## src/rtl/bpu_pkg.sv

```systemverilog
// Shared types and constants of the BMP pixel unpack and blit block.
// No dependencies; every other file of the block but bpu_ram imports this package.
`default_nettype none
package bpu_pkg;

  // Input word: palette write or one byte of the pixel array.
  typedef struct packed {
    logic        req_type;
    logic [7:0]  palette_slot;
    logic [31:0] palette_color;
    logic [7:0]  data_byte;
  } in_word_t;

  // Output word: one pixel with its screen position.
  typedef struct packed {
    logic [31:0] pixel_color;
    logic [11:0] pixel_x;
    logic [11:0] pixel_y;
    logic        write_enable;
    logic        last_pixel;
  } out_word_t;

  // Configuration register file contents.
  typedef struct packed {
    logic [2:0]  pixel_format;
    logic [10:0] image_width;
    logic [10:0] image_height;
    logic [9:0]  origin_x;
    logic [9:0]  origin_y;
    logic [1:0]  key_mode;
    logic [31:0] key_color;
    logic [31:0] substitute_color;
  } cfg_t;

  // Register indexes.
  localparam logic [2:0] REG_PIXEL_FORMAT     = 3'd0;
  localparam logic [2:0] REG_IMAGE_WIDTH      = 3'd1;
  localparam logic [2:0] REG_IMAGE_HEIGHT     = 3'd2;
  localparam logic [2:0] REG_ORIGIN_X         = 3'd3;
  localparam logic [2:0] REG_ORIGIN_Y         = 3'd4;
  localparam logic [2:0] REG_KEY_MODE         = 3'd5;
  localparam logic [2:0] REG_KEY_COLOR        = 3'd6;
  localparam logic [2:0] REG_SUBSTITUTE_COLOR = 3'd7;

  // Pixel format codes.
  localparam logic [2:0] FMT_4BPP  = 3'd0;
  localparam logic [2:0] FMT_8BPP  = 3'd1;
  localparam logic [2:0] FMT_16BPP = 3'd2;
  localparam logic [2:0] FMT_24BPP = 3'd3;
  localparam logic [2:0] FMT_32BPP = 3'd4;

  // Colour key modes.
  localparam logic [1:0] KEY_NORMAL      = 2'd0;
  localparam logic [1:0] KEY_TRANSPARENT = 2'd1;
  localparam logic [1:0] KEY_SUBSTITUTE  = 2'd2;

  // Request types.
  localparam logic REQ_PALETTE = 1'b0;
  localparam logic REQ_PIXEL   = 1'b1;

  // Where the colour of a decoded pixel comes from.
  typedef enum logic [1:0] {
    SRC_PALETTE,
    SRC_DIRECT,
    SRC_ZERO
  } src_e;

  typedef struct packed {
    logic [11:0] x;
    logic [11:0] y;
    logic        last;
  } pix_pos_t;

  // Decoded byte waiting for its palette data.
  typedef struct packed {
    src_e        src;
    logic        two;
    logic [23:0] color;
    pix_pos_t    pos0;
    pix_pos_t    pos1;
  } stage_t;

endpackage
`default_nettype wire

```

## src/rtl/bpu_outq.sv

```systemverilog
// Four-entry output queue that takes up to two pixels a cycle and releases
// one while out_stall_i is low. Depends on bpu_pkg.
`default_nettype none
module bpu_outq (
  input  wire logic               clk_i,
  input  wire logic               rst_ni,
  input  wire logic [1:0]         push_n_i,
  input  wire bpu_pkg::out_word_t word0_i,
  input  wire bpu_pkg::out_word_t word1_i,
  output logic [2:0]              free_o,
  output logic                    out_valid_o,
  output bpu_pkg::out_word_t      out_word_o,
  input  wire logic               out_stall_i
);
  import bpu_pkg::*;

  out_word_t   slot_q [4];
  logic [1:0]  wr_ptr_q, rd_ptr_q, wr_ptr1;
  logic [2:0]  cnt_q;
  logic        pop;

  assign pop         = (cnt_q != 3'd0) && !out_stall_i;
  assign wr_ptr1     = wr_ptr_q + 2'd1;
  assign free_o      = 3'd4 - cnt_q;
  assign out_valid_o = (cnt_q != 3'd0);
  assign out_word_o  = slot_q[rd_ptr_q];

  always_ff @(posedge clk_i) begin
    if (push_n_i != 2'd0) begin
      slot_q[wr_ptr_q] <= word0_i;
    end
    if (push_n_i == 2'd2) begin
      slot_q[wr_ptr1] <= word1_i;
    end
  end

  always_ff @(posedge clk_i or negedge rst_ni) begin
    if (!rst_ni) begin
      wr_ptr_q <= '0;
      rd_ptr_q <= '0;
      cnt_q    <= '0;
    end else begin
      wr_ptr_q <= wr_ptr_q + push_n_i;
      if (pop) begin
        rd_ptr_q <= rd_ptr_q + 2'd1;
      end
      cnt_q <= cnt_q + {1'b0, push_n_i} - {2'b00, pop};
    end
  end

endmodule
`default_nettype wire

```

## config.mk

```make
export PLATFORM = sky130hd
export DESIGN_NAME = bpu_outq
export DESIGN_NICKNAME = d
export VERILOG_FILES = /design/src/rtl/bpu_pkg.sv /design/src/rtl/bpu_outq.sv
export SDC_FILE = /design/constraint.sdc
export NUM_CORES = 1
export LEC_CHECK = 0
export ABC_AREA = 1
export ABC_CLOCK_PERIOD_IN_PS = 3670
export BUFFER_PORTS_ARGS = -buffer_cell sky130_fd_sc_hd__buf_2
export CORE_AREA = 4 4 143 213
export DETAILED_ROUTE_END_ITERATION = 8
export DIE_AREA = 0 0 147 217
export GPL_TIMING_DRIVEN = 0
export PLACE_DENSITY_LB_ADDON = 0.25
export SETUP_SLACK_MARGIN = 0.1
export SYNTH_ARGS = -nofsm -noshare
export SYNTH_HDL_FRONTEND = slang
export SYNTH_SLANG_ARGS = --single-unit
```

## constraint.sdc

```tcl
create_clock -name clk_i -period 3.67 [get_ports clk_i]
set_input_delay 0.367 -clock clk_i [delete_from_list [all_inputs] [get_ports clk_i]]
set_output_delay 0.367 -clock clk_i [all_outputs]
set_load 0.01 [all_outputs]
```

==> run_results.csv <==
group,metric,value,unit
run_status,outcome,"finished, final reports clean",
synthesis,synth.yosys.seq_area_share,53.9,%
timing,max-slew-margin-rel,37.9,%
clock_tree,clock_insertion_delay_worst_skew,0.55,ns
detailed_routing,postRouteAntennaNets,0,
final_layout,most_used_cells_in_the_layout_excluding_fill_and_tap_cells,"777 x sky130_fd_sc_hd__nand2_1, 292 x sky130_fd_sc_hd__nand3_1, 232 x sky130_fd_sc_hd__edfxtp_1",
pwr,ir_worst_vdd,0.732,mV
setup_path,crit_type,"reg2out",
synthesis,yosysWarnings,0,
setup_path,cpMaxStageDelayCell,"sky130_fd_sc_hd__dfrtp_1",
timing,finalSetupViolCount,0,
setup_path,required,3.30,ns
detailed_routing,via_count,12000,
clock_tree,cts.reportedPaths.clkPinSlew,0.06,ns
placed_design,routabilityCongestion,0.853,
placed_design,dp_slack,1.04,ns
die,initial_utilization,46.3,%
detailed_routing,drt_first_pass_iters,6,
die,boundaryPins,183,
timing,fin_hold_ws,0.133,ns
synthesis,synthesis.area,0.0133,mm^2
pwr,leakage,7.78,nW
grt,grt_pass1_vias,11900,
setup_path,critical-path-top-cell-by-count,"sky130_fd_sc_hd__buf_2",
timing,max_transition_viols_final,0,
synthesis,synth.ff_latch_count,239,
flow_run,maxCapViolCount,0,
setup_path,cp.arrival,2.47,ns
synthesis,synth_cell_type_count,20,
setup_path,timing.critical_path.cells,"buf_2, buf_2, buf_2, nand2_1, nand3_1, nand2_1, buf_2",
timing,post-route-worst-setup-slack,0.828,ns
synthesis,ranking_of_synthesized_cells_by_area,"sky130_fd_sc_hd__edfxtp_1 53%, sky130_fd_sc_hd__nand2_1 22%, sky130_fd_sc_hd__nand3_1 11%, sky130_fd_sc_hd__inv_1 5.3%, sky130_fd_sc_hd__or2_2 2.7%",
clock_tree,post_cts_resize_count,0,
final_layout,area_growth,17.2,%
timing,finalHoldViolations,0,
grt,antenna_found_initial,6,
synthesis,synth_fp_nets,1811,
setup_path,element_type_at_the_critical_path_end,"output pin",
setup_path,cp_max_fo,10,
grt,groute.usage.overall,25.2,%
final_layout,design.final.nets,2024,
clock_tree,cts-root-buf,"sky130_fd_sc_hd__clkbuf_16",
clock_tree,cts_buffers,25,
die,core-area,0.0286,mm^2
timing,timing.final.crit_share,77.4,%
die,fp.dieArea,0.0319,mm^2
grt,grt_overflow,0,
timing,grt_setup_unrepaired,"no",
pwr,totalPowerFinal,12.4,mW
placed_design,place.detailed.instances,2258,
die,die_width,147,um
setup_path,crit_path_max_incr_delay,0.50,ns
detailed_routing,finalWirelength,41200,um
setup_path,startpoint_type,"flip-flop",
detailed_routing,detail_route.vias_per_cell,5.22,
placed_design,dp.final_hpwl,28000,um
min_path,hp-class,"in2reg",
detailed_routing,routedWlPerCell,17.9,um
min_path,hold_startpoint,"word0_i[45]",
clock_tree,cts_tree,"yes",
timing,transition_at_the_pin_with_the_smallest_max_transition_slack,0.931,ns
clock_tree,cts.sinks,239,
synthesis,synth.largest_area_cell,"sky130_fd_sc_hd__edfxtp_1",
die,floorplan.die.height,217,um
grt,grt_pass1_wl,62900,um
timing,fmaxAchievable,352,MHz
final_layout,post_route_cells_drive_above_1_share,17.5,%
timing,skew,0.00514,ns
setup_path,r2r_start,"wr_ptr_q[0]$_DFF_PN0_",
pwr,power_density,796,mW/mm^2
setup_path,timing.critical_path.from,"rd_ptr_q[0]$_DFFE_PN0P_",
synthesis,postSynthAreaPerCell,7.87,um^2
final_layout,mostFrequentLayoutCell,"sky130_fd_sc_hd__nand2_1",
detailed_routing,starting_drc_count_in_detailed_routing,1010,
grt,grt_max_degree,59,
synthesis,synth_top_area_share,52.6,%
final_layout,final-instance-count-excl-fill,2308,
placed_design,place.port_buffers,182,
clock_tree,clockBufferDepth,3,
detailed_routing,drc_errors,0,
die,rows,76,
clock_tree,h_tree_levels,1,
synthesis,synthesis.instances,1683,
timing,fin_crit,2.84,ns
## sequential cells by signal (all words and copies together) (netlist names)
signal	cells
wr_ptr_q	2
rd_ptr_q	2
cnt_q	3
slot_q	232
## where the power goes
part | leakage (nW) | switching [mW] | internal [mW]
Combinational | 5.14 | 3.84 | 1.68
Clock | 0.374 | 1.07 | 1.38
Sequential | 2.26 | 0.213 | 4.17
Total | 7.78 | 5.13 | 7.23
## per-layer routing
layer / track usage (%) / routed length (um) / vias up
met3: 4.06 / 3390 / 121
met5: 0 / 36 / -
met1: 29.8 / 15300 / 5608
met2: 44.9 / 20800 / 554
met4: 11.8 / 1740 / 6
li1: - / - / 5757
## area by class of cell
class / instances / area, um^2
Antenna cell: 3 / 7.51
Buffer: 106 / 475
Clock buffer: 28 / 637
Clock inverter: 18 / 133
Fill cell: 2699 / 13100
Inverter: 191 / 717
Multi-Input combinational cell: 1147 / 4950
Sequential cell: 239 / 7140
Tap cell: 390 / 488
Timing Repair Buffer: 186 / 988
## worst max-delay path: cells and delay by family, from the launching register on
| kind | cells | cell delay [ns] |
|---|---|---|
| flip-flops | 1 | 0.50 |
| buffers and inverters | 4 | 1.13 |
| AND/OR/NAND/NOR | 3 | 0.30 |
## logic make-up after synthesis
| family | synth area share [%] |
|---|---|
| AND/OR/NAND/NOR | 36.3 |
| buffers and inverters | 9.00 |
| flip-flops | 53.9 |
| adder cells (fa/ha/maj) | 0.718 |
| XOR/XNOR | 0.0661 |
## final timing paths
| kind | slack, ns | depth (start not counted) | end |
|---|---|---|---|
| max | 0.83 | 7 | out_word_o[45] |
| min | 0.13 | 3 | slot_q[2][45]$_DFFE_PP_ |
| max reg2reg | 1.02 | 6 | slot_q[2][19]$_DFFE_PP_ |
| min reg2reg | 0.59 | 3 | cnt_q[2]$_DFF_PN0_ |
| max in group asynchronous | 3.29 | 2 | cnt_q[1]$_DFF_PN0_ |
| min in group asynchronous | 0.20 | 2 | cnt_q[2]$_DFF_PN0_ |
## cells in the mapped netlist
library cell               instances
sky130_fd_sc_hd__nor2_4            2
sky130_fd_sc_hd__nor2_1            2
sky130_fd_sc_hd__inv_2             3
sky130_fd_sc_hd__edfxtp_1        232
sky130_fd_sc_hd__dfrtp_1           7
sky130_fd_sc_hd__nand2_2           1
sky130_fd_sc_hd__buf_4             4
sky130_fd_sc_hd__clkbuf_1         42
sky130_fd_sc_hd__nand3b_1          1
sky130_fd_sc_hd__buf_1            15
sky130_fd_sc_hd__nand2_1         781
sky130_fd_sc_hd__buf_2            44
sky130_fd_sc_hd__fa_1              1
sky130_fd_sc_hd__buf_6             1
sky130_fd_sc_hd__inv_1           188
sky130_fd_sc_hd__or2_2            58
sky130_fd_sc_hd__xor2_1            1
sky130_fd_sc_hd__nor2_2            2
sky130_fd_sc_hd__ha_1              6
sky130_fd_sc_hd__nand3_1         292
## timing repair
| action | 4_1_cts | 5_1_grt |
|---|---|---|
| hold endpoints to repair | 7 | 0 |
| setup buffers | 0 | 0 |
| hold buffers | 1 | 0 |
## stage by stage
step	TNS [ns]	utilization, %	instance area [um^2]
3_5_place_dp	0	51.5	14700
2_1_floorplan	0	-	13300
4_1_cts	0	54.2	15500
3_3_place_gp	-144.76	51.2	14600
5_1_grt	0	54.3	15500
6_report	0	54.3	15500
(Power assumes the default switching activity.)
