[src/rtl/bpu_pkg.sv]
// Shared types and constants of the BMP pixel unpack and blit block.
// No dependencies; every other file of the block but bpu_ram imports this package.
`default_nettype none
package bpu_pkg;

  // Input word: palette write or one byte of the pixel array.
  typedef struct packed {
    logic        req_type;
    logic [7:0]  palette_slot;
    logic [31:0] palette_color;
    logic [7:0]  data_byte;
  } in_word_t;

  // Output word: one pixel with its screen position.
  typedef struct packed {
    logic [31:0] pixel_color;
    logic [11:0] pixel_x;
    logic [11:0] pixel_y;
    logic        write_enable;
    logic        last_pixel;
  } out_word_t;

  // Configuration register file contents.
  typedef struct packed {
    logic [2:0]  pixel_format;
    logic [10:0] image_width;
    logic [10:0] image_height;
    logic [9:0]  origin_x;
    logic [9:0]  origin_y;
    logic [1:0]  key_mode;
    logic [31:0] key_color;
    logic [31:0] substitute_color;
  } cfg_t;

  // Register indexes.
  localparam logic [2:0] REG_PIXEL_FORMAT     = 3'd0;
  localparam logic [2:0] REG_IMAGE_WIDTH      = 3'd1;
  localparam logic [2:0] REG_IMAGE_HEIGHT     = 3'd2;
  localparam logic [2:0] REG_ORIGIN_X         = 3'd3;
  localparam logic [2:0] REG_ORIGIN_Y         = 3'd4;
  localparam logic [2:0] REG_KEY_MODE         = 3'd5;
  localparam logic [2:0] REG_KEY_COLOR        = 3'd6;
  localparam logic [2:0] REG_SUBSTITUTE_COLOR = 3'd7;

  // Pixel format codes.
  localparam logic [2:0] FMT_4BPP  = 3'd0;
  localparam logic [2:0] FMT_8BPP  = 3'd1;
  localparam logic [2:0] FMT_16BPP = 3'd2;
  localparam logic [2:0] FMT_24BPP = 3'd3;
  localparam logic [2:0] FMT_32BPP = 3'd4;

  // Colour key modes.
  localparam logic [1:0] KEY_NORMAL      = 2'd0;
  localparam logic [1:0] KEY_TRANSPARENT = 2'd1;
  localparam logic [1:0] KEY_SUBSTITUTE  = 2'd2;

  // Request types.
  localparam logic REQ_PALETTE = 1'b0;
  localparam logic REQ_PIXEL   = 1'b1;

  // Where the colour of a decoded pixel comes from.
  typedef enum logic [1:0] {
    SRC_PALETTE,
    SRC_DIRECT,
    SRC_ZERO
  } src_e;

  typedef struct packed {
    logic [11:0] x;
    logic [11:0] y;
    logic        last;
  } pix_pos_t;

  // Decoded byte waiting for its palette data.
  typedef struct packed {
    src_e        src;
    logic        two;
    logic [23:0] color;
    pix_pos_t    pos0;
    pix_pos_t    pos1;
  } stage_t;

endpackage
`default_nettype wire

[src/rtl/bpu_unpack.sv]
// Byte unpacker: row and column counters, byte assembly, palette read issue
// and the decode stage register. Depends on bpu_pkg.
`default_nettype none
module bpu_unpack #(
  parameter int MAX_DIM       = 1024,
  parameter int PALETTE_DEPTH = 256,
  parameter int COORD_BITS    = 12
) (
  input  wire logic                             clk_i,
  input  wire logic                             rst_ni,
  input  wire bpu_pkg::cfg_t                    cfg_i,
  input  wire logic                             take_i,
  input  wire logic [7:0]                       byte_i,
  output logic                                  rd_en_o,
  output logic [$clog2(PALETTE_DEPTH)-1:0]      rd_addr_a_o,
  output logic [$clog2(PALETTE_DEPTH)-1:0]      rd_addr_b_o,
  output logic                                  stage_valid_o,
  output bpu_pkg::stage_t                       stage_o,
  input  wire logic                             stage_adv_i
);
  import bpu_pkg::*;

  localparam int AW = $clog2(PALETTE_DEPTH);

  logic [10:0] col_q, col_d;
  logic [10:0] row_q, row_d;
  logic [1:0]  phase_q, phase_d;
  logic [1:0]  pad_q, pad_d;
  logic [23:0] part_q, part_d;
  logic        stage_valid_q;
  stage_t      stage_q, st;

  function automatic logic [10:0] clamp_dim(input logic [10:0] v);
    if (v == 11'd0) return 11'd1;
    if (32'(v) > MAX_DIM) return 11'(MAX_DIM);
    return v;
  endfunction

  function automatic logic hits_end(input logic [10:0] cnt, input logic [10:0] lim);
    return ({1'b0, cnt} + 12'd1) >= {1'b0, lim};
  endfunction

  function automatic logic [7:0] expand5(input logic [4:0] c);
    return {c, c[4:2]};
  endfunction

  logic [10:0] w, h, col1;
  logic        row_end0, row_end1, last0, last1;
  logic [31:0] cmask, xs0, xs1, ys;
  logic [11:0] xm0, xm1, ym;
  logic [11:0] w_plus;
  logic [1:0]  row_bytes, pad_new;
  logic        emit, fin, fin_last;
  logic [10:0] col_next;
  logic [15:0] v16;

  always_comb begin
    w        = clamp_dim(cfg_i.image_width);
    h        = clamp_dim(cfg_i.image_height);
    col1     = col_q + 11'd1;
    row_end0 = hits_end(col_q, w);
    row_end1 = hits_end(col1, w);
    last0    = row_end0 && hits_end(row_q, h);
    last1    = row_end1 && hits_end(row_q, h);

    // Screen position, wrapped to the coordinate width.
    cmask = (32'd1 << COORD_BITS) - 32'd1;
    xs0   = (32'(cfg_i.origin_x) + 32'(col_q)) & cmask;
    xs1   = (32'(cfg_i.origin_x) + 32'(col1)) & cmask;
    ys    = (32'(cfg_i.origin_y) + 32'(h) - 32'd1 - 32'(row_q)) & cmask;
    xm0   = xs0[11:0];
    xm1   = xs1[11:0];
    ym    = ys[11:0];

    // Row padding to a 4-byte boundary.
    w_plus = {1'b0, w} + 12'd1;
    case (cfg_i.pixel_format)
      FMT_4BPP:  row_bytes = w_plus[2:1];
      FMT_8BPP:  row_bytes = w[1:0];
      FMT_16BPP: row_bytes = {w[0], 1'b0};
      FMT_24BPP: row_bytes = 2'(w[1:0] + {w[0], 1'b0});
      default:   row_bytes = 2'd0;
    endcase
    pad_new = 2'd0 - row_bytes;

    col_d    = col_q;
    row_d    = row_q;
    phase_d  = phase_q;
    pad_d    = pad_q;
    part_d   = part_q;
    emit     = 1'b0;
    fin      = row_end0;
    fin_last = last0;
    col_next = col1;
    rd_en_o  = 1'b0;
    rd_addr_a_o = '0;
    rd_addr_b_o = '0;
    v16      = '0;

    st.src       = SRC_DIRECT;
    st.two       = 1'b0;
    st.color     = '0;
    st.pos0.x    = xm0;
    st.pos0.y    = ym;
    st.pos0.last = last0;
    st.pos1.x    = xm1;
    st.pos1.y    = ym;
    st.pos1.last = last1;

    if (take_i && (cfg_i.pixel_format <= FMT_32BPP)) begin
      if (pad_q != 2'd0) begin
        // Drop a padding byte.
        pad_d = pad_q - 2'd1;
      end else begin
        case (cfg_i.pixel_format)
          FMT_4BPP: begin
            emit        = 1'b1;
            st.src      = SRC_PALETTE;
            st.two      = !row_end0;
            rd_en_o     = 1'b1;
            rd_addr_a_o = AW'(byte_i[7:4]);
            rd_addr_b_o = AW'(byte_i[3:0]);
            if (!row_end0) begin
              fin      = row_end1;
              fin_last = last1;
              col_next = col_q + 11'd2;
            end
          end
          FMT_8BPP: begin
            emit = 1'b1;
            if (32'(byte_i) < PALETTE_DEPTH) begin
              st.src      = SRC_PALETTE;
              rd_en_o     = 1'b1;
              rd_addr_a_o = byte_i[AW-1:0];
            end else begin
              st.src = SRC_ZERO;
            end
          end
          FMT_16BPP: begin
            if (phase_q == 2'd0) begin
              part_d  = {16'd0, byte_i};
              phase_d = 2'd1;
            end else begin
              v16      = {byte_i, part_q[7:0]};
              emit     = 1'b1;
              st.color = {expand5(v16[14:10]), expand5(v16[9:5]), expand5(v16[4:0])};
              phase_d  = 2'd0;
              part_d   = '0;
            end
          end
          FMT_24BPP: begin
            if (phase_q < 2'd2) begin
              part_d  = part_q | (24'(byte_i) << {phase_q, 3'b000});
              phase_d = phase_q + 2'd1;
            end else begin
              emit     = 1'b1;
              st.color = {byte_i, part_q[15:0]};
              phase_d  = 2'd0;
              part_d   = '0;
            end
          end
          default: begin
            if (phase_q < 2'd3) begin
              part_d  = part_q | (24'(byte_i) << {phase_q, 3'b000});
              phase_d = phase_q + 2'd1;
            end else begin
              emit     = 1'b1;
              st.color = part_q;
              phase_d  = 2'd0;
              part_d   = '0;
            end
          end
        endcase

        if (emit) begin
          if (fin) begin
            pad_d   = pad_new;
            col_d   = '0;
            row_d   = fin_last ? 11'd0 : row_q + 11'd1;
            phase_d = 2'd0;
            part_d  = '0;
          end else begin
            col_d = col_next;
          end
        end
      end
    end
  end

  always_ff @(posedge clk_i or negedge rst_ni) begin
    if (!rst_ni) begin
      col_q         <= '0;
      row_q         <= '0;
      phase_q       <= '0;
      pad_q         <= '0;
      part_q        <= '0;
      stage_valid_q <= 1'b0;
    end else begin
      col_q   <= col_d;
      row_q   <= row_d;
      phase_q <= phase_d;
      pad_q   <= pad_d;
      part_q  <= part_d;
      if (take_i) begin
        stage_valid_q <= emit;
      end else if (stage_adv_i) begin
        stage_valid_q <= 1'b0;
      end
    end
  end

  always_ff @(posedge clk_i) begin
    if (take_i && emit) begin
      stage_q <= st;
    end
  end

  assign stage_valid_o = stage_valid_q;
  assign stage_o       = stage_q;

endmodule
`default_nettype wire

[config.mk]
export PLATFORM = sky130hd
export DESIGN_NAME = bpu_unpack
export DESIGN_NICKNAME = d
export VERILOG_FILES = /design/src/rtl/bpu_pkg.sv /design/src/rtl/bpu_unpack.sv
export SDC_FILE = /design/constraint.sdc
export NUM_CORES = 1
export LEC_CHECK = 0
export BUFFER_PORTS_ARGS = -buffer_cell sky130_fd_sc_hd__buf_2
export CAP_MARGIN = 20
export CORE_ASPECT_RATIO = 1.4
export CORE_MARGIN = 4
export CORE_UTILIZATION = 40
export CTS_CLUSTER_SIZE = 24
export DETAILED_ROUTE_END_ITERATION = 7
export PLACE_DENSITY = 0.66
export SLEW_MARGIN = 20
export SYNTH_ARGS = -nofsm -noshare
export SYNTH_HDL_FRONTEND = slang
export SYNTH_SLANG_ARGS = --single-unit
[constraint.sdc]
create_clock -name clk_i -period 4.3 [get_ports clk_i]
set_input_delay 1.29 -clock clk_i [delete_from_list [all_inputs] [get_ports clk_i]]
set_output_delay 1.29 -clock clk_i [all_outputs]
set_load 0.005 [all_outputs]
==> impl_metrics.ini, run 1 <==
[detailed_routing]
wl_per_cell_um = 16.6
drc = 0
detail_route.first_pass.iterations = 6
ant_nets = 0
drt_iter0_markers = 358
num_vias = 7348
wl_um = 22500
routed_via_density = 5.43

[cells_and_area]
n_antenna_cell = 0
drive_gt1_share_pct = 25.5
area_growth_pct = 22.4
finalNonFillerCells = 1352
fin_area_um2 = 10500
nNetsFinal = 1286
fill_cells = 2000

[flow_run]
maxCapViolCount = 0

[timing]
grt_setup_unrepaired = false
maxSlewHeadroom_pct = 31.7
drv_slew = 0
tightest_slew_ps = 1020
fin_crit_ps = 4160
setup_viol = 0
final-hold-violation-count = 0
holdWs_ps = 503
finalCritPeriodShare_pct = 96.8
fin_worst_skew_ps = 9.83
fmax_mhz = 240

[pwr]
pwr-share-comb_pct = 45.2
p_sw_share_pct = 39.0
p_int_mw = 3.59
p_seq_share_pct = 30.3
p_switching_mw = 2.29
p_clk_share_pct = 24.5
leakage_nw = 4.88
p_per_area_nw_per_um2 = 560
finalPower_mw = 5.88
irDropWorstVdd_mv = 0.269

[yosys]
yosys_warnings = 0
synth_cell_types = 80
yosys.area.top_type = edfxtp_1
yosysSeqAreaShare_pct = 37.2
avgSynthCellArea_um2 = 9.53
ys_ff_latch = 115
synth_top_area_share_pct = 22.4
ys.flop_type = edfxtp_1
synthCells = 901
syn-cell-area_um2 = 8590
netlist_top_cells_area = edfxtp_1, dfrtp_1, ha_1
synth_commonest_cells = inv_1, nand2_1, ha_1
synth_edf_count = 64
synthArstFlopShare_pct = 44.3

[critical_path]
ff2ff_setup_slack_ps = 260
startpoint_type = input pin
r2r-end = part_q[13]$_DFFE_PN0P_
arrival_ps = 2870
crit_chain = buf_2 -> o21ai_2 -> nand2_1 -> or3_1 -> or3_1 -> inv_1 -> and2_4 -> a22o_1 -> buf_2
rr_startpoint = col_q[1]$_DFFE_PN0P_
reg2reg_depth = 16
critical_path_class = in -> out
cp.buffers_inverters = 3
required_ps = 3010
critPathMaxStageDelay_ps = 370
crit_fanout = 4
critPathCaptureType = primary output
critical-path-top-delay-family = simple AND/OR/NAND/NOR gates
slowest_stage = or3_1

[global_routing]
antenna_found_initial = 0
track_usage_pct = 19.2
gr-total-overflow = 0
grt_pass1_wl_um = 37400
grt_pass1_vias = 7432
grt_max_degree = 48

[placement]
dp_hpwl_um = 17200
gp_congestion = 0.917
portBuffers = 146
dp_cells = 1319
placed_area_um2 = 9860

[min_path]
min_to = part_q[20]$_DFFE_PN0P_
worstHoldPathCells = 1
worstHoldStart = part_q[20]$_DFFE_PN0P_
hp-class = reg -> reg

[clocking]
tritoncts = done
clk_pin_slew_worst_paths_ps = 50
cts.htree.levels = 4
cts_buffers = 17
clkSinkCount = 115
cts-root-buf = clkbuf_16
clkLatencyLatePin_ps = 420
cts_buffer_depth = 2

[floorplan]
die_x_um = 132
num_io_pins = 218
core-area_um2 = 21100
die_height_um = 181
start_util_pct = 40.6
num_rows = 63
die_area_um2 = 23900

[outcome]
outcome = complete, no violations
==> worst max-delay path by stage <==
stage	from	endpoint	slack, ps	depth (start not counted)
final	cfg_i[109]	rd_addr_a_o[1]	140	9
after global routing	cfg_i[109]	rd_addr_a_o[3]	30	9
after CTS	cfg_i[109]	rd_addr_a_o[2]	60	9
after detailed placement	cfg_i[86]	stage_o[12]$_DFFE_PP_	-310	17
after global placement	cfg_i[86]	stage_o[12]$_DFFE_PP_	-250	17
after floorplan	cfg_i[101]	part_q[13]$_DFFE_PN0P_	250	12
==> per-stage QoR <==
step	setup TNS, ps	utilization, %	worst slack (ps)
2_1_floorplan	0	-	250
3_3_place_gp	-2300	46.7	-254
3_5_place_dp	-2160	46.7	-306
4_1_cts	0	49.5	60.1
5_1_grt	0	49.8	25.8
6_report	0	49.8	138
==> kinds of logic (layout without fill, tap and decap cells) <==
group	Yosys count	in the layout	synth area share, %
buffers and inverters	139	326	7.23
XOR/XNOR	51	51	5.51
adder cells (fa/ha/maj)	85	85	13.5
AND/OR/NAND/NOR	269	269	16.3
other	1	5	0.0437
multiplexers	17	17	1.98
flip-flops	115	115	37.2
AO/OA/AOI/OAI	224	224	18.2
==> placed cells by master, fill, tap and decap left out, types with 12 or more instances in the layout <==
cell / netlist / routed
a21o_1: 12 / 12
a21oi_1: 51 / 51
a22o_1: 36 / 36
buf_2: 8 / 146
buf_4: 21 / 61
clkbuf_16: 0 / 17
dfrtp_1: 51 / 50
edfxtp_1: 64 / 64
fa_1: 13 / 13
ha_1: 71 / 71
inv_1: 82 / 81
mux2i_1: 17 / 17
nand2_1: 82 / 82
nand3_1: 26 / 26
nor2_1: 50 / 49
nor2b_1: 15 / 15
nor3_1: 22 / 22
o21ai_0: 33 / 31
o31ai_1: 13 / 13
xnor2_1: 35 / 34
xor2_1: 14 / 14
==> worst register-to-register path, cell delays in order, from the launching register on <==
cell and delay [ps]:
dfrtp_2 470, ha_1 260, and2_1 200, xnor2_1 170
inv_1 80, and3_1 180, nand2_1 90, nor4_2 300
xor2_1 120, ha_1 300, nand3_1 100, or4_1 570
a211oi_2 290, buf_4 170, nor2_4 60, a31o_4 320
a22o_1 260
==> sequential cells by signal (all words and copies together), names as in the netlist <==
register       cells
stage_o           64
part_q            24
col_q             11
row_q             11
pad_q              2
phase_q            2
stage_valid_o      1
==> cell type report <==
cell class                      instances  area, um2  area share, %
Multi-Input combinational cell        651       4830           45.9
Sequential cell                       115       3200           30.4
Tap cell                              260        325           3.09
Timing Repair Buffer                  210       1250           11.9
Inverter                               84        315           3.00
Clock buffer                           17        425           4.05
Clock inverter                         15        170           1.62
==> power by group through the flow <==
stage	registers [mW]	logic, mW	clock network [mW]
after global routing	1.83	3.02	1.52
after CTS	1.78	2.66	1.47
after detailed placement	1.80	2.64	0
final	1.78	2.66	1.44
after floorplan	1.74	1.88	0
after global placement	1.79	2.57	0
==> metal layers <==
metal  vias to the layer above  global-route usage, %  routed length [um]
met5                         -                      0                   0
li1                       3607                      -                   -
met3                        35                   4.12                1030
met1                      3520                   21.5                8780
met2                       186                   35.7               12100
met4                         0                   6.52                 519
==> timing repair <==
action / CTS / global route
pin swaps: 0 / 2
buffers inserted: 0 / 1
gates cloned: 0 / 0
hold buffers: 0 / 0
resized for setup: 1 / 12
endpoints found under the hold margin: 0 / 0
endpoints found under the setup margin: 4 / 55
(Power assumes the default switching activity.)
==> inputs of run 2 (changes only) <==
--- a/config.mk
+++ b/config.mk
@@ -5,6 +5,7 @@
 export SDC_FILE = /design/constraint.sdc
 export NUM_CORES = 1
 export LEC_CHECK = 0
+export ABC_AREA = 1
 export BUFFER_PORTS_ARGS = -buffer_cell sky130_fd_sc_hd__buf_2
 export CAP_MARGIN = 20
 export CORE_ASPECT_RATIO = 1.4
==> impl_metrics.ini, run 2 <==
[timing]
fin_crit_ps = 4100
setup_viol = 0
tightest_slew_ps = 710
drv_slew = 0
maxSlewHeadroom_pct = 52.5
finalCritPeriodShare_pct = 95.3
fin_worst_skew_ps = 12.3
final-hold-violation-count = 0
grt_setup_unrepaired = true
finalSetupTns_ps = 0
fmax_mhz = 244

[cells_and_area]
final_cell_mix = nand2_1, inv_1, buf_2
multi_input_area_um2 = 4810
postLayoutCoreUtil_pct = 49.6
nNetsFinal = 1522
regArea_um2 = 3200
drive_gt1_share_pct = 21.6
area_growth_pct = 21.4
layout.cells.most_common = nand2_1
largest_register_ffs = 64
fill_cells = 2166
n_antenna_cell = 0

[global_routing]
grt_pass1_wl_um = 38100
antenna_found_initial = 0
gr-total-overflow = 0
grt_pass1_vias = 8051
grt_max_degree = 44
track_usage_pct = 19.1

[yosys]
synthArstFlopShare_pct = 44.3
synth_edf_count = 64
ys.flop_type = edfxtp_1
yosys_warnings = 0
synth_commonest_cells = nand2_1, inv_1, nor2_1
syn-cell-area_um2 = 8970
ys_ff_latch = 115
synthCells = 1129
synth.most_common_cell = nand2_1
yosys.area.top_type = edfxtp_1
synth_cell_types = 51
avgSynthCellArea_um2 = 7.95
netlist_top_cells_area = edfxtp_1, dfrtp_1, nand2_1
synth_top_area_share_pct = 21.4
yosysSeqAreaShare_pct = 35.6

[clocking]
clk_pin_slew_worst_paths_ps = 50
cts.htree.levels = 4
clkSinkCount = 115
tritoncts = done
clkLatencyLatePin_ps = 430
cts-root-buf = clkbuf_16
cts_buffer_depth = 2
cts_buffers = 17

[floorplan]
die_height_um = 185
num_rows = 64
num_io_pins = 218
die_x_um = 135
core-area_um2 = 21900
start_util_pct = 40.9
die_area_um2 = 24900

[pwr]
p_per_area_nw_per_um2 = 528
irDropWorstVdd_mv = 0.350
p_switching_mw = 2.32
p_clk_share_pct = 25.4
p_sw_share_pct = 40.4
pwr-share-comb_pct = 44.8
leakage_nw = 5.45
p_seq_share_pct = 29.8
p_int_mw = 3.43

[detailed_routing]
drt_iter0_markers = 379
detail_route.first_pass.iterations = 5
wl_per_cell_um = 14.4
wl_um = 23400
drc = 0
ant_nets = 0
routed_via_density = 4.94
num_vias = 8020

[critical_path]
critical_path_class = in -> reg
arrival_ps = 4270
required_ps = 4470
critPathCaptureType = register
startpoint_type = input pin
crit_fanout = 4

[flow_run]
maxCapViolCount = 0

[outcome]
outcome = complete, no violations

[placement]
gp_congestion = 0.881
portBuffers = 146
dp_hpwl_um = 18400

[min_path]
hp-class = reg -> reg
-- run 2: cell count changes after synthesis, sizes merged, moves of 17 or more --
cell | previous run | this run
xor2 | 14 | 45
nor2 | 52 | 94
xnor2 | 37 | 13
mux2i | 17 | 0
inv | 83 | 200
o21ai | 34 | 98
a22o | 36 | 0
nand2 | 83 | 248
-- run 2: kinds of logic (layout without fill, tap and decap cells) --
family	Yosys count	in the layout	synth area share [%]
buffers and inverters	239	434	11.2
AO/OA/AOI/OAI	219	219	14.9
XOR/XNOR	58	58	5.95
flip-flops	115	115	35.6
other	1	5	0.0418
adder cells (fa/ha/maj)	84	84	12.8
AND/OR/NAND/NOR	413	413	19.5
-- run 2: what timing repair did --
| action | CTS | global route |
|---|---|---|
| gates resized for setup | 0 | 2 |
| setup endpoints to repair | 0 | 6 |
| setup buffers | 0 | 1 |
| hold buffers | 0 | 0 |
-- run 2: area by class of cell --
class / count / area share (%)
clock buffer: 20 / 4.10
clock inverter: 12 / 1.46
inverter: 202 / 6.96
multi-input combinational: 779 / 44.2
sequential: 115 / 29.4
tap: 297 / 3.41
timing repair buffer: 200 / 10.5
-- run 2: final timing paths --
kind	startpoint	depth (start not counted)	to	slack [ps]
setup / recovery	cfg_i[86]	17	stage_o[10]$_DFFE_PP_	200
hold / removal	row_q[10]$_DFFE_PN0P_	2	row_q[10]$_DFFE_PN0P_	480
setup reg to reg	col_q[0]$_DFFE_PN0P_	21	part_q[3]$_DFFE_PN0P_	520
hold reg to reg	row_q[10]$_DFFE_PN0P_	2	row_q[10]$_DFFE_PN0P_	480
max in group asynchronous	rst_ni	2	col_q[0]$_DFFE_PN0P_	2570
min in group asynchronous	rst_ni	1	part_q[3]$_DFFE_PN0P_	880
-- run 2: power by group through the flow --
stage / logic, mW / clock network (mW) / registers (mW)
after CTS: 2.60 / 1.49 / 1.71
after global routing: 2.95 / 1.55 / 1.75
after global placement: 2.52 / 0 / 1.73
final: 2.58 / 1.46 / 1.72
after detailed placement: 2.58 / 0 / 1.73
after floorplan: 1.86 / 0 / 1.67
-- run 2: critical path: stages --
cell	delay, ps
buf_2	100
or2_2	300
nor4_2	260
a31o_2	240
nand2_1	90
fa_1	430
inv_1	80
ha_1	170
inv_1	70
fa_1	420
o31ai_2	280
nand3_1	100
nand2_1	90
a21oi_1	70
nor2_1	90
nor2_1	50
xnor2_1	110
-- run 2: stage by stage --
step	worst slack, ps	power (mW)	area (um2)	hold slack, ps	cells
2_1_floorplan	3.24	3.53	9000	455	1133
3_3_place_gp	-220	4.25	10300	467	1592
3_5_place_dp	-279	4.31	10300	469	1592
4_1_cts	154	5.81	10900	484	1624
5_1_grt	-23.7	6.24	10900	516	1625
6_report	203	5.76	10900	482	1625
-- run 2: layer usage --
| layer | GRT usage, % | vias to the layer above | wire length (um) |
|---|---|---|---|
| li1 | - | 4051 | - |
| met1 | 21.4 | 3689 | 9410 |
| met2 | 35.1 | 231 | 12100 |
| met3 | 3.78 | 49 | 1230 |
| met4 | 8.52 | 0 | 684 |
| met5 | 0 | - | 0 |
==> inputs of run 3 (changes only) <==
--- a/config.mk
+++ b/config.mk
@@ -13,7 +13,7 @@
 export CORE_UTILIZATION = 40
 export CTS_CLUSTER_SIZE = 24
 export DETAILED_ROUTE_END_ITERATION = 7
-export PLACE_DENSITY = 0.66
+export PLACE_DENSITY = 0.64
 export SLEW_MARGIN = 20
 export SYNTH_ARGS = -nofsm -noshare
 export SYNTH_HDL_FRONTEND = slang
==> constraint.sdc (replaced) <==
create_clock -name clk_i -period 5 [get_ports clk_i]
set_input_delay 1.5 -clock clk_i [delete_from_list [all_inputs] [get_ports clk_i]]
set_output_delay 1.5 -clock clk_i [all_outputs]
set_load 0.005 [all_outputs]
==> impl_metrics.ini, run 3 (synthesis gave the netlist of run 2 again) <==
[timing]
finalCritPeriodShare_pct = 92.9
holdWs_ps = 480
fmax_mhz = 215
grt_setup_unrepaired = false
fin_crit_ps = 4650
tightest_slew_ps = 918
setup_viol = 0
final-hold-violation-count = 0
finalSetupTns_ps = 0
drv_slew = 0
maxSlewHeadroom_pct = 38.8
fin_worst_skew_ps = 7.66

[floorplan]
die_height_um = 185
num_rows = 64
start_util_pct = 40.9
die_x_um = 135
core-area_um2 = 21900
die_area_um2 = 24900
num_io_pins = 218

[detailed_routing]
detail_route.first_pass.iterations = 5
num_vias = 7884
ant_nets = 0
drc = 0
drt_iter0_markers = 312
wl_per_cell_um = 14.5
routed_via_density = 4.96
wl_um = 23000

[clocking]
clk_pin_slew_worst_paths_ps = 50
cts_buffer_depth = 2
tritoncts = done
postCtsSetupBuffers = 0
cts-root-buf = clkbuf_16
clkSinkCount = 115
cts_resized = 0
cts_buffers = 17
clkLatencyLatePin_ps = 420
holdBufCountCts = 0
cts.htree.levels = 4

[pwr]
p_per_area_nw_per_um2 = 461
leakage_nw = 5.29
irDropWorstVdd_mv = 0.251

[cells_and_area]
nNetsFinal = 1485
finalNonFillerCells = 1588
final_cell_mix = nand2_1, inv_1, buf_2
postLayoutCoreUtil_pct = 48.3
fin_area_um2 = 10600
n_antenna_cell = 0
area_growth_pct = 18.2
layout.cells.most_common = nand2_1
largest_register_ffs = 64
drive_gt1_share_pct = 19.0

[critical_path]
crit_fanout = 14
arrival_ps = 3150
critical_path_class = in -> out
critPathCaptureType = primary output
required_ps = 3500
startpoint_type = input pin

[placement]
dp_cells = 1556
placed_area_um2 = 9980
dp_hpwl_um = 18000
gp_congestion = 0.878
portBuffers = 146

[min_path]
hp-class = reg -> reg

[global_routing]
track_usage_pct = 18.4
grt_pass1_wl_um = 36600
grt_pass1_vias = 7652
antenna_found_initial = 0
gr-total-overflow = 0
grt_max_degree = 43

[outcome]
outcome = complete, no violations

[flow_run]
maxCapViolCount = 0
-- run 3: cell count changes in the layout (fill, tap and decap cells not counted), sizes merged --
cell,delta
clkinvlp,-2
bufinv,+1
buf,-37
clkinv,+1
-- run 3: cell type report --
cell class | count | area, um2
Multi-Input combinational cell | 779 | 4790
Tap cell | 297 | 372
Clock inverter | 12 | 181
Clock buffer | 20 | 447
Timing Repair Buffer | 163 | 858
Fill cell | 2142 | 11300
Sequential cell | 115 | 3200
Inverter | 202 | 758
-- run 3: where the power goes --
group | switching, mW | internal [mW]
clock | 0.450 | 0.847
sequential | 0.212 | 1.28
combinational | 1.31 | 0.793
-- run 3: per-stage QoR --
step / setup slack [ps] / power [mW]
6_report: 353 / 4.88
5_1_grt: 152 / 5.30
4_1_cts: 382 / 4.93
3_5_place_dp: -1.85 / 3.60
3_3_place_gp: 54.5 / 3.55
2_1_floorplan: 409 / 3.04
-- run 3: per-layer routing --
| metal | vias up | global-route usage [%] | part of all wire (%) |
|---|---|---|---|
| met5 | - | 0 | 0 |
| met4 | 0 | 9.66 | 4.2 |
| met3 | 60 | 3.23 | 4.9 |
| met2 | 249 | 32.9 | 51 |
| met1 | 3599 | 21.0 | 40 |
| li1 | 3976 | - | - |
-- run 3: worst paths after layout --
path                                           startpoint                        end  slack [ps]  depth (start not counted)
worst max-delay path                           cfg_i[110]             rd_addr_a_o[1]         350                          9
worst min-delay path            stage_valid_o$_DFFE_PN0P_  stage_valid_o$_DFFE_PN0P_         480                          2
worst max register to register       col_q[0]$_DFFE_PN0P_      part_q[3]$_DFFE_PN0P_        1020                         20
worst min register to register  stage_valid_o$_DFFE_PN0P_  stage_valid_o$_DFFE_PN0P_         480                          2
max in group asynchronous                          rst_ni       col_q[5]$_DFFE_PN0P_        2990                          2
min in group asynchronous                          rst_ni      part_q[3]$_DFFE_PN0P_        1210                          1
-- run 3: worst max-delay path, cell delays in order --
cell	delay [ps]
buf_2	260
inv_1	90
o21ai_0	280
inv_1	70
nand2_1	230
clkinv_1	140
nand2_1	320
o22ai_1	130
buf_2	140
